### src/hdl/tlc_ram.sv
`timescale 1ns / 1ps
module tlc_ram #(
  parameter int W     = 8,
  parameter int DEPTH = 2,
  parameter int AW    = 1
) (
  input  logic          clk_i,
  input  logic          we_i,
  input  logic [AW-1:0] waddr_i,
  input  logic [W-1:0]  wdata_i,
  input  logic          re_i,
  input  logic [AW-1:0] raddr_i,
  output logic [W-1:0]  rdata_o
);

  logic [W-1:0] mem [DEPTH];
  logic [W-1:0] rdata_q;

  always_ff @(posedge clk_i) begin
    if (we_i) begin
      mem[waddr_i] <= wdata_i;
    end
  end

  always_ff @(posedge clk_i) begin
    if (re_i) begin
      rdata_q <= mem[raddr_i];
    end
  end

  assign rdata_o = rdata_q;

endmodule

### config.mk
export PLATFORM = sky130hd
export DESIGN_NAME = tlc_ram
export DESIGN_NICKNAME = d
export VERILOG_FILES = /design/src/hdl/tlc_ram.sv
export SDC_FILE = /design/constraint.sdc
export NUM_CORES = 1
export LEC_CHECK = 0
export ABC_AREA = 0
export ABC_CLOCK_PERIOD_IN_PS = 3100
export BUFFER_PORTS_ARGS = -buffer_cell sky130_fd_sc_hd__buf_4
export CAP_MARGIN = 5
export CORE_MARGIN = 2
export CORE_UTILIZATION = 53
export CTS_BUF_LIST = sky130_fd_sc_hd__clkbuf_4 sky130_fd_sc_hd__clkbuf_8 sky130_fd_sc_hd__clkbuf_16
export DETAILED_ROUTE_END_ITERATION = 8
export PLACE_DENSITY = 0.76
export SYNTH_ARGS = -nofsm -noshare
export SYNTH_HDL_FRONTEND = slang
export SYNTH_SLANG_ARGS = --single-unit
### constraint.sdc
create_clock -name clk_i -period 3.1 [get_ports clk_i]
set_input_delay 0.62 -clock clk_i [delete_from_list [all_inputs] [get_ports clk_i]]
set_output_delay 0.62 -clock clk_i [all_outputs]
set_load 0.01 [all_outputs]
**After elaboration in Yosys (flattened, before gate mapping)**

Memories as Yosys holds them, arrays and structs flattened. A register that Yosys moved wholly into a read port is not among the register bits.
Index checks and enable logic that the tools add are counted.

- Register bits after elaboration: 0
- Memory bits (writable): 16
- Bits of input ports: 13
- Output and inout port bits: 8
- Logic and storage cells: 3
- Memories kept: 1

- Multiplexer cells: 2

Memory list:

| memory | depth | bits a word | read ports | clocked after memory_dff | write ports | RTL line | RTL |
|---|---|---|---|---|---|---|---|
| mem | 2 | 8 | 1 | 1 | 1 | 16 | `logic [W-1:0] mem [DEPTH];` |

Operator list:

| cell | number |
|---|---|
| $mux W1 | 2 |

**Depth between registers and ports, before layout**

- Word-level depth: 2
- Depth in mapped cells: 2
- Gate-level depth less buffers: 1

**Least setup slack after synthesis**

Ideal clock, no wire load.

- Kind: input-to-reg
- Start: input port we_i
- End: memory mem[0][0], enable pin
- Library setup time: 373 ps
- Data arrival time: 1040 ps
- Data required time: 2727 ps
- Slack: 1687 ps
- Cell stages on the path: 1
- Path buffers: 0
- Path through: nor2b_1

- Word-level cells in the longest chain between the ends: 2

Ends and longest elaborated chain:

| item | RTL line | RTL |
|---|---|---|
| start: declaration | 8 | `input logic we_i,` |
| $mux W1 | 20 | `if (we_i) begin` |
| $mux W1 (implied by the code) | 21 | `mem[waddr_i] <= wdata_i;` |
| end: declaration | 16 |  |

No other way between the ends.

**Worst setup path after layout**

- Start: register rdata_q[2], in the netlist rdata_o[2], read port of mem
- End: output port rdata_o[2]

RTL lines:

| item | RTL line | RTL |
|---|---|---|
| start: declaration | 17 | `logic [W-1:0] rdata_q;` |
| end: declaration | 13 | `output logic [W-1:0] rdata_o` |

No word-level cell between the ends.

==> results.py <==
metrics = {
    "timing": {
        "fin_tns_setup_ns": 0,
        "finalSetupViolations": 0,
        "worstMarginPinSlew_ns": 0.6610,
        "relSlewSlack": 0.5585,
        "finalCritPeriodShare": 0.4690,
        "finalHoldViolCount": 0,
        "rsz0062_at_grt": "no",
        "fin_skew_ns": 0.002831,
        "slew_viol_final": 0,
        "fmax_mhz": 687.9,
        "min_period_ns": 1.454,
    },
    "run": {
        "maxCapViolations": 0,
    },
    "final_layout": {
        "antenna_cells": 0,
        "n_fill_cell": 108,
        "area_growth_pct": 20.98,
        "drive_above_1_share": 0.5439,
        "fin_nets": 72,
    },
    "floorplan": {
        "rows": 14,
        "io_pins": 21,
        "dieArea_sq_um": 1970,
        "die_h_microns": 44.39,
        "coreArea_sq_um": 1524,
        "start_util": 0.5673,
        "die_w_microns": 44.39,
    },
    "setup_path": {
        "slowest_delay_ns": 0.39,
        "crit_path_start_kind": "flop",
        "crit_chain": "buf_4",
        "path_depth": 1,
        "crit_slowest_cell": "edfxtp_1",
        "r2r-start": "mem[0][0]",
        "cp_max_fo": 1,
        "cp-startpoint": "rdata_o[2]",
        "endpoint_kind": "output port",
        "critPathBufInv": 1,
        "path_class": "reg2out",
        "crit_required_ns": 2.48,
        "r2r_end": "rdata_o[0]",
        "crit_family": "flip-flops",
        "r2r_cells": 1,
        "r2r_slack_ns": 2.19,
        "critPathArrivalTime_ns": 0.83,
        "crit_path_end": "rdata_o[2]",
    },
    "power": {
        "power_leakage_nw": 0.4089,
        "peakVddDrop_mv": 0.3424,
        "finalPower_uw": 565.0,
        "cellPowerDensity_nw_per_um2": 540.2,
    },
    "synth": {
        "synth_nets": 48,
        "synth_commonest_cells": "edfxtp_1, mux2_4, and2_1, buf_6, nor2b_1",
        "synth_area_sq_um": 864.6,
        "yosysTopAreaCell": "edfxtp_1",
        "synth_edf_count": 24,
        "seq_area_frac_synth": 0.8336,
        "synth_cells": 35,
        "synth_cell_type_count": 5,
        "synth_warnings": 0,
        "synthArstFlopShare": 0,
        "synth_area_leaders": "edfxtp_1, mux2_4, buf_6, and2_1, nor2b_1",
        "synth_seq_cells": 24,
        "yosysMostFrequentCell": "edfxtp_1",
        "postSynthAreaPerCell_sq_um": 24.70,
        "synth_top_area_frac": 0.8336,
        "ys.flop_type": "edfxtp_1",
    },
    "cts": {
        "path_clk_slew_ns": 0.11,
        "postCtsHoldBufs": 0,
        "post_cts_buffers": 0,
        "numClockSinks": 24,
        "clockBufferDepth": 2,
        "cts_tree": "yes",
        "cts_buffers": 3,
        "cts_root_buf": "clkbuf_4",
        "clkLatencyLatePin_ns": 0.29,
        "cts-resized-gates": 0,
        "htreeDepth": 1,
    },
    "routing": {
        "ant_nets": 0,
        "wire_per_inst_microns": 13.38,
        "routed_via_density": 5.068,
        "firstDrtPassIters": 2,
        "drc_errors": 0,
        "wirelength_microns": 977,
        "drt-initial-drc-count": 6,
        "vias": 370,
    },
    "grt": {
        "grt_max_degree": 13,
        "grt_first_pass_wirelength_mm": 1.614,
        "grt_antenna_before_repair": 0,
        "grt_usage": 0.1186,
        "grt_pass1_vias": 353,
        "grt.overflow.total": 0,
    },
    "placed_design": {
        "port_buffers": 20,
        "hpwlAfterDp_microns": 789.9,
        "gp_congestion": 0.6182,
    },
    "min_path": {
        "hold_class": "in2reg",
    },
    "status": {
        "outcome": "complete, no violations",
    },
}
==> metrics by stage <==
step | instance area [sq um] | utilization | std cells | hold WS [ns] | setup slack (ns)
after floorplan | 864.6 | - | 35 | 0.5268 | 1.687
after global placement | 1023 | 0.6716 | 70 | 0.5313 | 1.547
after detailed placement | 1023 | 0.6716 | 70 | 0.5368 | 1.441
after CTS | 1046 | 0.6864 | 73 | 0.4895 | 1.624
after global routing | 1046 | 0.6864 | 73 | 0.4788 | 1.596
final | 1046 | 0.6864 | 73 | 0.5011 | 1.646
==> flip-flops by register name (all words and copies together) (netlist names) <==
register	flops
rdata_o	8
mem	16
==> final cells by class <==
class / count / area, sq um / area share
clock buffers: 3 / 22.52 / 0.02153
well taps: 16 / 20.02 / 0.01914
flip-flops and latches: 24 / 720.7 / 0.6890
multi-input cells: 10 / 132.6 / 0.1268
repair buffers: 20 / 150.1 / 0.1435
==> cells by family after synthesis <==
family | Yosys count | share of synthesized area
flops | 24 | 0.8336
buf+inv | 1 | 0.01302
mux | 8 | 0.1389
simple gates | 2 | 0.01448
==> layer usage <==
metal	up-vias	global-route usage	wire [microns]	part of all wire
li1	182	-	-	-
met1	169	0.1501	404	0.41
met2	19	0.1941	506	0.52
met3	0	0.02857	66	0.068
met4	0	0.05455	0	0
met5	-	0	0	0
==> cell usage in the layout (no fill, tap or decap), drive strengths merged <==
cell and n:
nor2b 1, edfxtp 24, and2 1, buf 20, clkbuf 3, mux2 8
==> report_power, final <==
group / total [mW] / internal [mW] / switching (mW)
sequential: 0.389 / 0.383 / 0.00601
combinational: 0.0521 / 0.0327 / 0.0194
clock: 0.124 / 0.0452 / 0.0787
==> worst min path at each step <==
stage	slack, ns	cells after the start	start	to
global route	0.48	1	wdata_i[6]	mem[0][6]
detailed placement	0.54	1	mem[1][7]	rdata_o[7]
global placement	0.53	1	mem[1][5]	rdata_o[5]
floorplan	0.53	1	mem[1][0]	rdata_o[0]
CTS	0.49	1	wdata_i[6]	mem[0][6]
finish	0.50	1	wdata_i[6]	mem[0][6]
Power figures use the tool's default switching activity.
